--- config.mk ---
export PLATFORM = sky130hd
export DESIGN_NAME = pid_heading_turn_controller_core
export DESIGN_NICKNAME = d
export VERILOG_FILES = /design/src/rtl/phtc_pkg.sv /design/src/rtl/pid_heading_turn_controller_core.sv /design/src/rtl/phtc_mac.sv
export SDC_FILE = /design/constraint.sdc
export NUM_CORES = 2
export LEC_CHECK = 0
export BUFFER_PORTS_ARGS = -buffer_cell sky130_fd_sc_hd__buf_2
export CAP_MARGIN = 5
export CORE_UTILIZATION = 65
export DETAILED_ROUTE_END_ITERATION = 10
export PLACE_DENSITY = 0.9
export SLEW_MARGIN = 15
export SYNTH_ARGS = -nofsm -noshare
export SYNTH_HDL_FRONTEND = slang
export SYNTH_SLANG_ARGS = --single-unit
--- constraint.sdc ---
create_clock -name aclk -period 10 [get_ports aclk]
set_clock_uncertainty 0.05 [all_clocks]
set_input_delay 1.5 -clock aclk [delete_from_list [all_inputs] [get_ports aclk]]
set_output_delay 1.5 -clock aclk [all_outputs]
set_load 0.02 [all_outputs]
--- src/rtl/phtc_pkg.sv ---
package phtc_pkg;

    // Datapath widths
    localparam int ERR_W    = 17;
    localparam int DIFF_W   = 18;
    localparam int INTEG_W  = 40;
    localparam int SUM_W    = 48;
    localparam int MA_W     = 25;
    localparam int MB_W     = 17;
    localparam int PROD_W   = MA_W + MB_W;
    localparam int HI_SHIFT = 24;
    localparam int ACC_W    = 66;
    localparam int STEP_W   = 4;

    // Saturation limits
    localparam logic signed [INTEG_W-1:0] INTEG_MAX = {1'b0, {(INTEG_W-1){1'b1}}};
    localparam logic signed [INTEG_W-1:0] INTEG_MIN = {1'b1, {(INTEG_W-1){1'b0}}};
    localparam logic signed [ACC_W-1:0] SUM_MAX_A =
        {{(ACC_W-SUM_W+1){1'b0}}, {(SUM_W-1){1'b1}}};
    localparam logic signed [ACC_W-1:0] SUM_MIN_A = -SUM_MAX_A;
    localparam logic signed [ACC_W-1:0] ROUND_HALF  = ACC_W'(256);
    localparam int                      DRIVE_SHIFT = 9;
    localparam logic signed [ACC_W-1:0] DRIVE_MAX_A = ACC_W'(32767);
    localparam logic signed [ACC_W-1:0] DRIVE_MIN_A = -DRIVE_MAX_A;
    localparam logic signed [15:0]      DRIVE_POS   = 16'sh7FFF;
    localparam logic signed [15:0]      DRIVE_NEG   = 16'sh8001;

    // Turn status codes
    typedef enum logic [1:0] {
        ST_RUN      = 2'd0,
        ST_SETTLED  = 2'd1,
        ST_TIMEOUT  = 2'd2,
        ST_DISABLED = 2'd3
    } status_t;

    // Register map, word index
    typedef enum logic [2:0] {
        REG_TARGET  = 3'd0,
        REG_GPROP   = 3'd1,
        REG_GINTEG  = 3'd2,
        REG_GDERIV  = 3'd3,
        REG_SCALE   = 3'd4,
        REG_BAND    = 3'd5,
        REG_NEEDED  = 3'd6,
        REG_TIMEOUT = 3'd7
    } cfg_idx_t;

    // Multiplier operand pairs
    typedef enum logic [2:0] {
        M_NONE   = 3'd0,
        M_P_ERR  = 3'd1,
        M_I_LO   = 3'd2,
        M_I_HI   = 3'd3,
        M_D_DIFF = 3'd4,
        M_S_LO   = 3'd5,
        M_S_HI   = 3'd6
    } mul_sel_t;

    // Accumulator operations
    typedef enum logic [1:0] {
        ACC_KEEP   = 2'd0,
        ACC_LOAD   = 2'd1,
        ACC_ADD    = 2'd2,
        ACC_ADD_HI = 2'd3
    } acc_op_t;

    // Datapath operations
    typedef enum logic [2:0] {
        OP_NONE  = 3'd0,
        OP_EVAL  = 3'd1,
        OP_INTEG = 3'd2,
        OP_CLAMP = 3'd3,
        OP_FINAL = 3'd4,
        OP_DONE  = 3'd5
    } dp_op_t;

    // Sequencer flow
    typedef enum logic [1:0] {
        FL_NEXT    = 2'd0,
        FL_BR_STOP = 2'd1,
        FL_END     = 2'd2
    } flow_t;

    typedef struct packed {
        mul_sel_t          mul;
        acc_op_t           acc;
        dp_op_t            op;
        flow_t             flow;
        logic [STEP_W-1:0] target;
    } ucode_t;

    localparam logic [STEP_W-1:0] STEP_DONE = STEP_W'(11);

    // Control program: multiply in one step, accumulate the product in the next
    function automatic ucode_t ucode_rom(input logic [STEP_W-1:0] step);
        ucode_t w;
        unique case (step)
            4'd0:    w = '{M_NONE,   ACC_KEEP,   OP_EVAL,  FL_BR_STOP, STEP_DONE};
            4'd1:    w = '{M_P_ERR,  ACC_KEEP,   OP_INTEG, FL_NEXT,    STEP_DONE};
            4'd2:    w = '{M_I_LO,   ACC_LOAD,   OP_NONE,  FL_NEXT,    STEP_DONE};
            4'd3:    w = '{M_I_HI,   ACC_ADD,    OP_NONE,  FL_NEXT,    STEP_DONE};
            4'd4:    w = '{M_D_DIFF, ACC_ADD_HI, OP_NONE,  FL_NEXT,    STEP_DONE};
            4'd5:    w = '{M_NONE,   ACC_ADD,    OP_NONE,  FL_NEXT,    STEP_DONE};
            4'd6:    w = '{M_NONE,   ACC_KEEP,   OP_CLAMP, FL_NEXT,    STEP_DONE};
            4'd7:    w = '{M_S_LO,   ACC_KEEP,   OP_NONE,  FL_NEXT,    STEP_DONE};
            4'd8:    w = '{M_S_HI,   ACC_LOAD,   OP_NONE,  FL_NEXT,    STEP_DONE};
            4'd9:    w = '{M_NONE,   ACC_ADD_HI, OP_NONE,  FL_NEXT,    STEP_DONE};
            4'd10:   w = '{M_NONE,   ACC_KEEP,   OP_FINAL, FL_END,     STEP_DONE};
            default: w = '{M_NONE,   ACC_KEEP,   OP_DONE,  FL_END,     STEP_DONE};
        endcase
        return w;
    endfunction

endpackage

--- src/rtl/pid_heading_turn_controller_core.sv ---
// Heading turn controller: one heading sample per beat in, one drive beat out
// (left drive, right drive = -left, turn status). A running tick uses the
// single shared 25x17 multiplier that forms the three gain products and the
// two halves of the drive scaling in turn under a microcoded step counter; a
// tick that finds the turn finished, disabled or timed out skips them. The next
// sample is accepted in the cycle the result is handed to the output register.
// The user must write configuration over the APB port while no tick is in
// work; the block itself does not enforce this.
module pid_heading_turn_controller_core
    import phtc_pkg::*;
(
    input  logic        aclk,
    input  logic        aresetn,
    // s_tdata: [15:0] heading_sample, [16] run_enable, [17] restart, [23:18] zero
    input  logic        s_tvalid,
    output logic        s_tready,
    input  logic [23:0] s_tdata,
    // m_tdata: [15:0] left_drive, [31:16] right_drive, [33:32] turn_status,
    //          [39:34] zero
    output logic        m_tvalid,
    input  logic        m_tready,
    output logic [39:0] m_tdata,
    input  logic        psel,
    input  logic        penable,
    input  logic        pwrite,
    input  logic [4:0]  paddr,
    input  logic [31:0] pwdata,
    output logic [31:0] prdata,
    output logic        pready
);

    // Configuration registers
    logic [15:0] target_reg, gp_reg, gi_reg, gd_reg, band_reg, timeout_reg;
    logic [16:0] scale_reg;
    logic [7:0]  need_reg;
    cfg_idx_t    cfg_idx;
    logic        cfg_we;

    // Sequencer
    logic              busy_reg, busy_next;
    logic [STEP_W-1:0] step_reg, step_next;
    ucode_t            cw;
    logic              out_free, end_go, accept, stop;

    // Controller state
    logic signed [INTEG_W-1:0] integ_reg, integ_next;
    logic signed [ERR_W-1:0]   prev_reg, prev_next;
    logic [7:0]                run_reg, run_next;
    logic [15:0]               tick_reg, tick_next;
    status_t                   fin_reg, fin_next;

    // Working registers
    logic signed [15:0]      smp_reg;
    logic                    en_reg, rst_reg;
    logic signed [ERR_W-1:0] err_reg, err_next;
    logic signed [DIFF_W-1:0] diff_reg, diff_next;
    logic signed [SUM_W-1:0] sum_reg, sum_next;

    // Output register
    logic               out_valid_reg, out_valid_next;
    logic signed [15:0] out_left_reg, out_left_next;
    logic signed [15:0] out_right_reg, out_right_next;
    status_t            out_status_reg, out_status_next;

    // Arithmetic
    logic signed [MA_W-1:0]   mul_a;
    logic signed [MB_W-1:0]   mul_b;
    logic signed [ACC_W-1:0]  acc, rnd, shd;
    logic signed [ERR_W-1:0]  err_calc;
    logic signed [INTEG_W:0]  integ_add;
    logic signed [INTEG_W-1:0] integ_sat;
    logic signed [SUM_W-1:0]  sum_clamp;
    logic signed [15:0]       drive_d, left_calc;
    logic [ERR_W-1:0]         mag;
    logic [7:0]               run_calc;
    status_t                  fin_eff, fin_eval;
    logic [15:0]              tick_eff;

    // APB register file
    assign pready  = 1'b1;
    assign cfg_idx = cfg_idx_t'(paddr[4:2]);
    assign cfg_we  = psel && penable && pwrite;

    always_comb begin
        unique case (cfg_idx)
            REG_TARGET:  prdata = {16'd0, target_reg};
            REG_GPROP:   prdata = {16'd0, gp_reg};
            REG_GINTEG:  prdata = {16'd0, gi_reg};
            REG_GDERIV:  prdata = {16'd0, gd_reg};
            REG_SCALE:   prdata = {15'd0, scale_reg};
            REG_BAND:    prdata = {16'd0, band_reg};
            REG_NEEDED:  prdata = {24'd0, need_reg};
            REG_TIMEOUT: prdata = {16'd0, timeout_reg};
        endcase
    end

    always_ff @(posedge aclk) begin
        if (!aresetn) begin
            target_reg  <= 16'd9000;
            gp_reg      <= 16'd1024;
            gi_reg      <= 16'd6;
            gd_reg      <= 16'd256;
            scale_reg   <= 17'd0;
            band_reg    <= 16'd300;
            need_reg    <= 8'd5;
            timeout_reg <= 16'd50;
        end else if (cfg_we) begin
            unique case (cfg_idx)
                REG_TARGET:  target_reg  <= pwdata[15:0];
                REG_GPROP:   gp_reg      <= pwdata[15:0];
                REG_GINTEG:  gi_reg      <= pwdata[15:0];
                REG_GDERIV:  gd_reg      <= pwdata[15:0];
                REG_SCALE:   scale_reg   <= pwdata[16:0];
                REG_BAND:    band_reg    <= pwdata[15:0];
                REG_NEEDED:  need_reg    <= pwdata[7:0];
                REG_TIMEOUT: timeout_reg <= pwdata[15:0];
            endcase
        end
    end

    // Handshakes
    assign cw       = ucode_rom(step_reg);
    assign out_free = !out_valid_reg || m_tready;
    assign end_go   = busy_reg && (cw.flow == FL_END) && out_free;
    assign s_tready = !busy_reg || end_go;
    assign accept   = s_tvalid && s_tready;

    // Tick qualification, with restart applied first
    assign fin_eff  = rst_reg ? ST_RUN : fin_reg;
    assign tick_eff = rst_reg ? 16'd0 : tick_reg;
    assign stop     = (fin_eff != ST_RUN) || !en_reg || (tick_eff >= timeout_reg);

    always_comb begin
        if (fin_eff != ST_RUN)           fin_eval = fin_eff;
        else if (!en_reg)                fin_eval = ST_DISABLED;
        else if (tick_eff >= timeout_reg) fin_eval = ST_TIMEOUT;
        else                             fin_eval = ST_RUN;
    end

    // Step counter
    always_comb begin
        busy_next = busy_reg;
        step_next = step_reg;
        if (accept) begin
            busy_next = 1'b1;
            step_next = '0;
        end else if (busy_reg) begin
            unique case (cw.flow)
                FL_END: begin
                    if (out_free) busy_next = 1'b0;
                end
                FL_BR_STOP: begin
                    step_next = stop ? cw.target : step_reg + STEP_W'(1);
                end
                FL_NEXT: begin
                    step_next = step_reg + STEP_W'(1);
                end
                default: begin
                    busy_next = 1'b0;
                end
            endcase
        end
    end

    // Multiplier operand select
    always_comb begin
        unique case (cw.mul)
            M_P_ERR: begin
                mul_a = MA_W'(err_reg);
                mul_b = $signed({1'b0, gp_reg});
            end
            M_I_LO: begin
                mul_a = $signed({1'b0, integ_reg[HI_SHIFT-1:0]});
                mul_b = $signed({1'b0, gi_reg});
            end
            M_I_HI: begin
                mul_a = MA_W'($signed(integ_reg[INTEG_W-1:HI_SHIFT]));
                mul_b = $signed({1'b0, gi_reg});
            end
            M_D_DIFF: begin
                mul_a = MA_W'(diff_reg);
                mul_b = $signed({1'b0, gd_reg});
            end
            M_S_LO: begin
                mul_a = $signed({1'b0, sum_reg[HI_SHIFT-1:0]});
                mul_b = $signed(scale_reg);
            end
            M_S_HI: begin
                mul_a = MA_W'($signed(sum_reg[SUM_W-1:HI_SHIFT]));
                mul_b = $signed(scale_reg);
            end
            default: begin
                mul_a = '0;
                mul_b = '0;
            end
        endcase
    end

    phtc_mac u_mac (
        .aclk   (aclk),
        .mul_a  (mul_a),
        .mul_b  (mul_b),
        .acc_op (cw.acc),
        .acc    (acc)
    );

    // Error, saturating integral and derivative
    assign err_calc  = $signed({target_reg[15], target_reg}) - $signed({smp_reg[15], smp_reg});
    assign integ_add = (INTEG_W+1)'(integ_reg) + (INTEG_W+1)'(err_reg);
    assign integ_sat = (integ_add[INTEG_W] != integ_add[INTEG_W-1])
                     ? (integ_add[INTEG_W] ? INTEG_MIN : INTEG_MAX)
                     : integ_add[INTEG_W-1:0];
    assign diff_next = DIFF_W'(err_reg) - DIFF_W'(prev_reg);

    // Clamp the weighted sum
    always_comb begin
        if (acc > SUM_MAX_A)      sum_clamp = SUM_MAX_A[SUM_W-1:0];
        else if (acc < SUM_MIN_A) sum_clamp = SUM_MIN_A[SUM_W-1:0];
        else                      sum_clamp = acc[SUM_W-1:0];
    end

    // Round half up to Q15 and saturate the drive
    assign rnd = acc + ROUND_HALF;
    assign shd = rnd >>> DRIVE_SHIFT;

    always_comb begin
        if (shd > DRIVE_MAX_A)      drive_d = DRIVE_POS;
        else if (shd < DRIVE_MIN_A) drive_d = DRIVE_NEG;
        else                        drive_d = shd[15:0];
    end

    always_comb begin
        if (target_reg[15])           left_calc = drive_d;
        else if (target_reg == 16'd0) left_calc = 16'sd0;
        else                          left_calc = -drive_d;
    end

    // Settle band tracking
    assign mag = err_reg[ERR_W-1] ? $unsigned(-err_reg) : $unsigned(err_reg);

    always_comb begin
        if (mag < {1'b0, band_reg})
            run_calc = (run_reg == 8'hFF) ? run_reg : run_reg + 8'd1;
        else
            run_calc = 8'd0;
    end

    // Datapath operations
    always_comb begin
        integ_next      = integ_reg;
        prev_next       = prev_reg;
        run_next        = run_reg;
        tick_next       = tick_reg;
        fin_next        = fin_reg;
        err_next        = err_reg;
        sum_next        = sum_reg;
        out_left_next   = out_left_reg;
        out_right_next  = out_right_reg;
        out_status_next = out_status_reg;
        if (busy_reg) begin
            unique case (cw.op)
                OP_EVAL: begin
                    err_next = err_calc;
                    fin_next = fin_eval;
                    if (rst_reg) begin
                        integ_next = '0;
                        prev_next  = '0;
                        run_next   = '0;
                        tick_next  = '0;
                    end
                end
                OP_INTEG: begin
                    integ_next = integ_sat;
                end
                OP_CLAMP: begin
                    sum_next = sum_clamp;
                end
                OP_FINAL: begin
                    if (out_free) begin
                        run_next        = run_calc;
                        prev_next       = err_reg;
                        tick_next       = (tick_reg == 16'hFFFF) ? tick_reg
                                                                 : tick_reg + 16'd1;
                        fin_next        = (run_calc >= need_reg) ? ST_SETTLED : ST_RUN;
                        out_left_next   = left_calc;
                        out_right_next  = -left_calc;
                        out_status_next = (run_calc >= need_reg) ? ST_SETTLED : ST_RUN;
                    end
                end
                OP_DONE: begin
                    if (out_free) begin
                        out_left_next   = 16'sd0;
                        out_right_next  = 16'sd0;
                        out_status_next = fin_reg;
                    end
                end
                OP_NONE: begin
                end
                default: begin
                end
            endcase
        end
    end

    // Output valid: load on a finished tick, drop when taken
    always_comb begin
        if (end_go)        out_valid_next = 1'b1;
        else if (m_tready) out_valid_next = 1'b0;
        else               out_valid_next = out_valid_reg;
    end

    // Control and controller state
    always_ff @(posedge aclk) begin
        if (!aresetn) begin
            busy_reg      <= 1'b0;
            step_reg      <= '0;
            out_valid_reg <= 1'b0;
            integ_reg     <= '0;
            prev_reg      <= '0;
            run_reg       <= '0;
            tick_reg      <= '0;
            fin_reg       <= ST_RUN;
        end else begin
            busy_reg      <= busy_next;
            step_reg      <= step_next;
            out_valid_reg <= out_valid_next;
            integ_reg     <= integ_next;
            prev_reg      <= prev_next;
            run_reg       <= run_next;
            tick_reg      <= tick_next;
            fin_reg       <= fin_next;
        end
    end

    // Payload registers
    always_ff @(posedge aclk) begin
        if (accept) begin
            smp_reg <= $signed(s_tdata[15:0]);
            en_reg  <= s_tdata[16];
            rst_reg <= s_tdata[17];
        end
        err_reg        <= err_next;
        diff_reg       <= (busy_reg && cw.op == OP_INTEG) ? diff_next : diff_reg;
        sum_reg        <= sum_next;
        out_left_reg   <= out_left_next;
        out_right_reg  <= out_right_next;
        out_status_reg <= out_status_next;
    end

    assign m_tvalid = out_valid_reg;
    assign m_tdata  = {6'd0, out_status_reg, out_right_reg, out_left_reg};

`ifndef SYNTH
    a_mirror_drive: assert property (@(posedge aclk) disable iff (!aresetn)
        m_tvalid |-> ((m_tdata[31:16] + m_tdata[15:0]) == 16'd0))
        else $error("right drive is not the negation of left drive");

    a_stopped_zero: assert property (@(posedge aclk) disable iff (!aresetn)
        (m_tvalid && (m_tdata[33:32] == ST_TIMEOUT || m_tdata[33:32] == ST_DISABLED))
        |-> (m_tdata[15:0] == 16'd0))
        else $error("nonzero drive on a stopped turn");

    a_step_range: assert property (@(posedge aclk) disable iff (!aresetn)
        busy_reg |-> (step_reg <= STEP_DONE))
        else $error("step counter outside the control program");

    a_accept_start: assert property (@(posedge aclk) disable iff (!aresetn)
        (s_tvalid && s_tready) |=> (busy_reg && step_reg == '0))
        else $error("accepted beat did not start the program");
`endif

endmodule

--- src/rtl/phtc_mac.sv ---
module phtc_mac
    import phtc_pkg::*;
(
    input  logic                    aclk,
    input  logic signed [MA_W-1:0]  mul_a,
    input  logic signed [MB_W-1:0]  mul_b,
    input  acc_op_t                 acc_op,
    output logic signed [ACC_W-1:0] acc
);

    logic signed [PROD_W-1:0] prod_reg, prod_next;
    logic signed [ACC_W-1:0]  acc_reg, acc_next;
    logic signed [ACC_W-1:0]  prod_ext;

    // Multiply into a register, accumulate on the next step
    assign prod_next = mul_a * mul_b;
    assign prod_ext  = $signed({{(ACC_W-PROD_W){prod_reg[PROD_W-1]}}, prod_reg});

    always_comb begin
        unique case (acc_op)
            ACC_KEEP:   acc_next = acc_reg;
            ACC_LOAD:   acc_next = prod_ext;
            ACC_ADD:    acc_next = acc_reg + prod_ext;
            ACC_ADD_HI: acc_next = acc_reg + (prod_ext <<< HI_SHIFT);
        endcase
    end

    always_ff @(posedge aclk) begin
        prod_reg <= prod_next;
        acc_reg  <= acc_next;
    end

    assign acc = acc_reg;

endmodule
Word level (Yosys, flattened, before mapping). Memory sizes are Yosys's and may differ from the RTL's. A register that Yosys moved wholly into a read port is not among the register bits. Index checks and enable logic that the tools add are counted.

Register bits: 453. Memories: 1. ROM bits: 160.

Memories: (name not given) (depth 16, bits a word 10, read ports 1, clocked after Yosys merged registers in 1, wr ports 0, RTL line phtc_pkg.sv:97) `unique case (step)`.

Add/sub/neg operators: 12. Multiplexer cells: 50. Bitwise operators: 1. Magnitude comparators: 7. Equal/unequal tests: 30. Multipliers: 1. Reductions and logical operators: 44.

Operators with widths (number): $pmux 32 s8 (1); $pmux 66 s3 (1); $mux 16 (10); $pmux 25 s6 (1); $mux 40 (3); $pmux 16 s2 (3); $pmux 40 s2 (1); $pmux 17 s4 (1); $add 66x10->66 const B (1); $add 66x42->66 (1); $add 66x66->66 (1); $gt 66x48->1 const B (1); $lt 66x48->1 const B (1); $gt 57x16->1 const B (1); $lt 57x16->1 const B (1); $mux 17 (3); $mux 48 (1); $mul 25x17->42 (1); $add 40x17->41 (1); $pmux 17 s2 (1); $mux 8 (4); $neg 16->16 (2); $eq 3x3->1 const B (9); $reduce_and 2->1 (11); other kinds (35) (84).

Logic depth before layout (Yosys ltp).
Depth after elaboration: 10. Mapped depth: 35. Gate-level depth less buffers: 31.

Cells and area by module. From an unflattened synthesis, not the netlist that was laid out.

Cells, all modules: 5711. Area, all modules: 48885.6 µm².

Modules (own cells, without submodules): phtc_mac (area each 24707.4 µm², times used 1, cells each 2797); pid_heading_turn_controller_core (area each 24178.2 µm², times used 1, cells each 2914).

Worst setup path after synthesis. OpenSTA, ideal clock, no wires.

Path kind: flip-flop to flip-flop. From: reg, netlist name cw[12]. To: reg u_mac.prod_reg[41]. Required time: 9878 ps. Path buffers: 3. Slack: 1877 ps. Arrival: 8001 ps. Clock period less this slack: 8123 ps. Stages on the path, launching flop included: 29. Path through: dfxtp_1 > clkbuf_1 > clkbuf_1 > clkbuf_1 > mux2_2 > a221oi_1 > nor2_1 > fa_1 > fa_1 > fa_1 > fa_1 > fa_1 > inv_1 > fa_1 > inv_1 > ha_1 > a21o_1 > a21o_1 > a21oi_1 > o21bai_1 > a21o_1 > a21o_1 > a21o_1 > o21ai_0 > a31oi_1 > o41ai_1 > o21bai_1 > a21oi_1 > xnor2_1.

Word-level cells in the longest chain between the ends: 4. Elaborated cells between the ends (all ways): 11. Classes of those cells: mul (1); eq/ne (6); mux (2); reduce/logical (2).

RTL lines: $eq 3x3->1 / $eq 3x2->1 (equally long branches) (RTL line pid_heading_turn_controller_core.sv:167) `unique case (cw.mul)`; $reduce_or 2->1 (no line); $pmux 17 s4 (RTL line pid_heading_turn_controller_core.sv:167); $mul 25x17->42 * (RTL line phtc_mac.sv:16) `assign prod_next = mul_a * mul_b;`; via u_mac.prod_next[41] (RTL line phtc_mac.sv:11) `logic signed [PROD_W-1:0] prod_reg, prod_next;`; to (signal assigned) (RTL line phtc_mac.sv:29) `prod_reg <= prod_next;`; to (decl) (RTL line phtc_mac.sv:11).

Mark *: on every way through the listed nets, which the timed path passes. The rest lies on a longest branch. A chain may end at the register's enable or synchronous reset.

Final worst setup path.
From: reg, netlist name cw[13]. To: reg u_mac.prod_reg[41].

Word-level cells in the longest chain between the ends: 4. Elaborated cells between the ends (all ways): 11. Classes of those cells: mul (1); eq/ne (6); mux (2); reduce/logical (2).

RTL lines (RTL line): $eq 3x3->1 / $eq 3x2->1 (equally long branches) (pid_heading_turn_controller_core.sv:167); $reduce_or 2->1 (no line); $pmux 17 s4 (pid_heading_turn_controller_core.sv:167); $mul 25x17->42 * (phtc_mac.sv:16); via u_mac.prod_next[41] (phtc_mac.sv:11).

Marked as above.

==> results by group <==
CTS
  • Clk slew on worst S/H paths: 60 ps
  • Hold Buf Count CTS: 0
  • CTS sink cnt: 461
  • TritonCTS clock tree: built
  • Post-CTS resize count: 0
  • Clock Latency Late Sink: slightly above 600 ps
  • Setup Buffers After CTS: 0
  • CTS root buf: clkbuf_16
  • Clk buf depth: 3
  • CTS HTree Levels: 2
  • Number of CTS-inserted buffers: 47

STA
  • Worst-Margin Slew: 1260 ps
  • Final hold vios: 0
  • Setup TNS: 0 ps
  • Max-slew violations: 0
  • Fmax: roughly 110 MHz
  • Max transition margin: roughly 16%
  • RSZ-0062 raised after global routing: false
  • Fin crit share: 92.4%
  • Setup violators final: 0
  • Fin crit period: 9240 ps

Pwr
  • Power share of the sequential group: 36.4%
  • Leakage: 0.0225 µW
  • VDD IR max: 0.118 mV
  • Clock power share: 29.4%
  • Combinational share of power: 34.2%
  • PD cells: approximately 130 nW/µm²
  • P_sw: 2420 µW
  • Internal cell power: 3990 µW
  • Switching part of the total: 37.8%

Worst setup path
  • WS Path Type: reg2reg
  • CP max stage delay: 650 ps
  • Delay-heaviest family, CP: adder cells
  • Crit end category: flop
  • CP max-delay cell: and3_1
  • Critical path data required time: 10500 ps
  • CP most frequent cell: fa_1
  • CP startpoint kind: flop
  • Critical path peak fanout: 30
  • Arr. time, crit path: 9740 ps
  • Worst Path Buf+Inv: 5

Placement
  • IO Port Bufs: 97
  • Post-DP Area: 49400 µm²
  • DP HPWL: 113000 µm
  • GP Congestion: 1.02

Global routing
  • Total track usage: around two fifths
  • Initial antenna violation count: 2
  • Pin count of the biggest net entering global routing: 90
  • First-pass GRT wire length: 233000 µm
  • Vias in the first global route: 42200
  • Total grt overflow: 0

Cells and area
  • Share of layout cells above drive strength 1: 6.26%
  • # diodes: 0
  • Final #Nets: 6454
  • Final Cell Area: 51000 µm²
  • P&R area growth vs syn: 5.69%
  • Max reg flops: 66
  • Filler Cell Count: 5419
  • Fin util: 69.6%

Floorplanning
  • Initial Util: 65.9%
  • Die Ht: 274 µm
  • Die Area: ~75000 µm²
  • Core area: between 70000 and 80000 µm²
  • Die width: 274 µm
  • # IOs: 143
  • FP Rows: 99

Routing
  • Final wirelength: 148000 µm
  • Starting DRC count in detailed routing: 5527
  • Routed Antenna Nets: 0
  • Via count: 43200
  • DRC Markers: 2
  • Pre-antenna DRT Iters: 9
  • WL per Instance: 22.3 µm
  • Mean number of vias per cell: approximately 6.5

Run status
  • Outcome: complete, but fails checks
  • Failing checks: DRC

Logic synthesis
  • Post-synthesis sequential area ratio: 23.3%
  • Ys Warns: 0
  • EDFF count, synth: 200
  • Post-synth cell types: 101
  • Post-synth top area share: around 17%
  • Cell accounting for the most synthesized area: fa_1
  • Top cells by area, synth: fa_1 17%, edfxtp_1 12%, dfxtp_1 11%, ha_1 8.7%, nand2_1 5.8%
  • Avg Inst Size Synth: roughly 8.5 µm²
  • Share of flip-flops with an asynchronous set or reset: 0%
  • #FFs+latches synth: 461
  • Synth Instances: roughly 5700
  • Post-Syn Area: 48200 µm²
  • Main synth FF type: dfxtp_1

Flow run
  • Max Cap Viol: 0

Min path
  • Class of the worst hold path: reg2reg
[worst paths after layout]
check / end / cells past startpoint / slack (ps) / from
setup / recovery: u_mac.prod_reg[41] / 27 / 760 / cw[13]
hold / removal: timeout_reg[3] / 2 / 410 / timeout_reg[3]
setup reg to reg: u_mac.prod_reg[41] / 27 / 760 / cw[13]
hold reg to reg: timeout_reg[3] / 2 / 410 / timeout_reg[3]
[worst register-to-register path, stage by stage (launching register included)]
cell,delay (ps)
dfxtp_2,550
buf_4,390
buf_4,460
and3_1,650
inv_1,590
nor2_1,320
fa_1,450
fa_1,510
fa_1,520
fa_1,540
fa_1,540
inv_1,60
fa_1,560
inv_1,50
ha_1,370
a21o_1,210
a21o_1,170
a21oi_1,190
o21bai_1,110
a21o_1,190
a21o_1,170
a21o_1,180
o21ai_0,260
a31oi_1,180
o41ai_1,480
o21bai_1,110
a21oi_1,180
xnor2_1,140
[per-layer routing]
metal	routed length, µm	track usage (%)
met1	54400	50.7
met2	65400	61.7
met3	17500	8.56
met4	10800	24.1
met5	13	0
[synth_stat cells, types with 19 or more instances]
cell type / n
clkbuf_1: 218
a211o_1: 19
inv_1: 643
a21oi_1: 250
and4_1: 20
buf_4: 36
and3_1: 45
o21ai_0: 232
dfxtp_1: 261
edfxtp_1: 200
o31ai_1: 23
ha_1: 334
nor4_1: 36
a31oi_1: 35
nor2_1: 498
a21o_1: 104
nor3_1: 76
a22oi_1: 66
mux2i_1: 56
and2_1: 48
a221o_1: 48
nand2b_1: 77
a21boi_0: 133
o221ai_1: 19
nand2_1: 749
buf_2: 32
nor2b_1: 103
nand3_1: 106
fa_1: 421
a22o_1: 22
xnor2_1: 153
o22ai_1: 23
or3_1: 31
a211oi_1: 55
o21a_1: 46
xor2_1: 81
o21bai_1: 22
nand4_1: 62
o211ai_1: 31
[cells in the final DEF, fill, tap and decap left out, types with 53 or more instances in the layout]
cell	n
buf_2	96
a211oi_1	53
nor3_1	72
nand2_1	749
nor2_1	495
nand3_1	106
a21boi_0	133
nor2b_1	103
o21ai_0	231
xor2_1	81
nand2b_1	77
a22oi_1	66
nand4_1	62
dfxtp_1	258
edfxtp_1	200
ha_1	334
inv_1	642
xnor2_1	153
fa_1	421
mux2i_1	56
a21oi_1	244
a21o_1	104
buf_4	84
[per-stage QoR]
step	hold slack [ps]	std cells	total power, µW	worst slack [ps]
finish	414	6628	6410	760
global route	438	6628	6660	329
CTS	416	6628	6320	973
detailed placement	408	6541	4460	1090
global placement	402	6541	4390	1160
floorplan	393	5709	3820	1880
[logic make-up after synthesis]
kind of cell	synth area share [%]
buffers and inverters	7.81
AO/OA/AOI/OAI	17.8
AND/OR/NAND/NOR	19.0
flip-flops	23.3
adder cells (fa/ha/maj)	26.1
multiplexers	1.72
other	0.0156
XOR/XNOR	4.25
[power groups by stage]
stage | Sequential, µW | Clock, µW | Combinational (µW)
final | 2330 | 1880 | 2190
after global routing | 2330 | 1950 | 2390
after CTS | 2310 | 1880 | 2130
after detailed placement | 2350 | 0 | 2110
after global placement | 2350 | 0 | 2040
after floorplan | 2220 | 0 | 1610
[final cells by class]
class,count,area [µm²],share of cell area [%]
multi-input combinational,4297,33400,65.5
sequential,461,11200,22.0
inverter,644,2420,4.74
clock buffer,63,1330,2.61
tap,959,1200,2.35
timing repair buffer,180,1110,2.18
clock inverter,24,267,0.523
No activity file was read; power rests on OpenSTA's default activity.
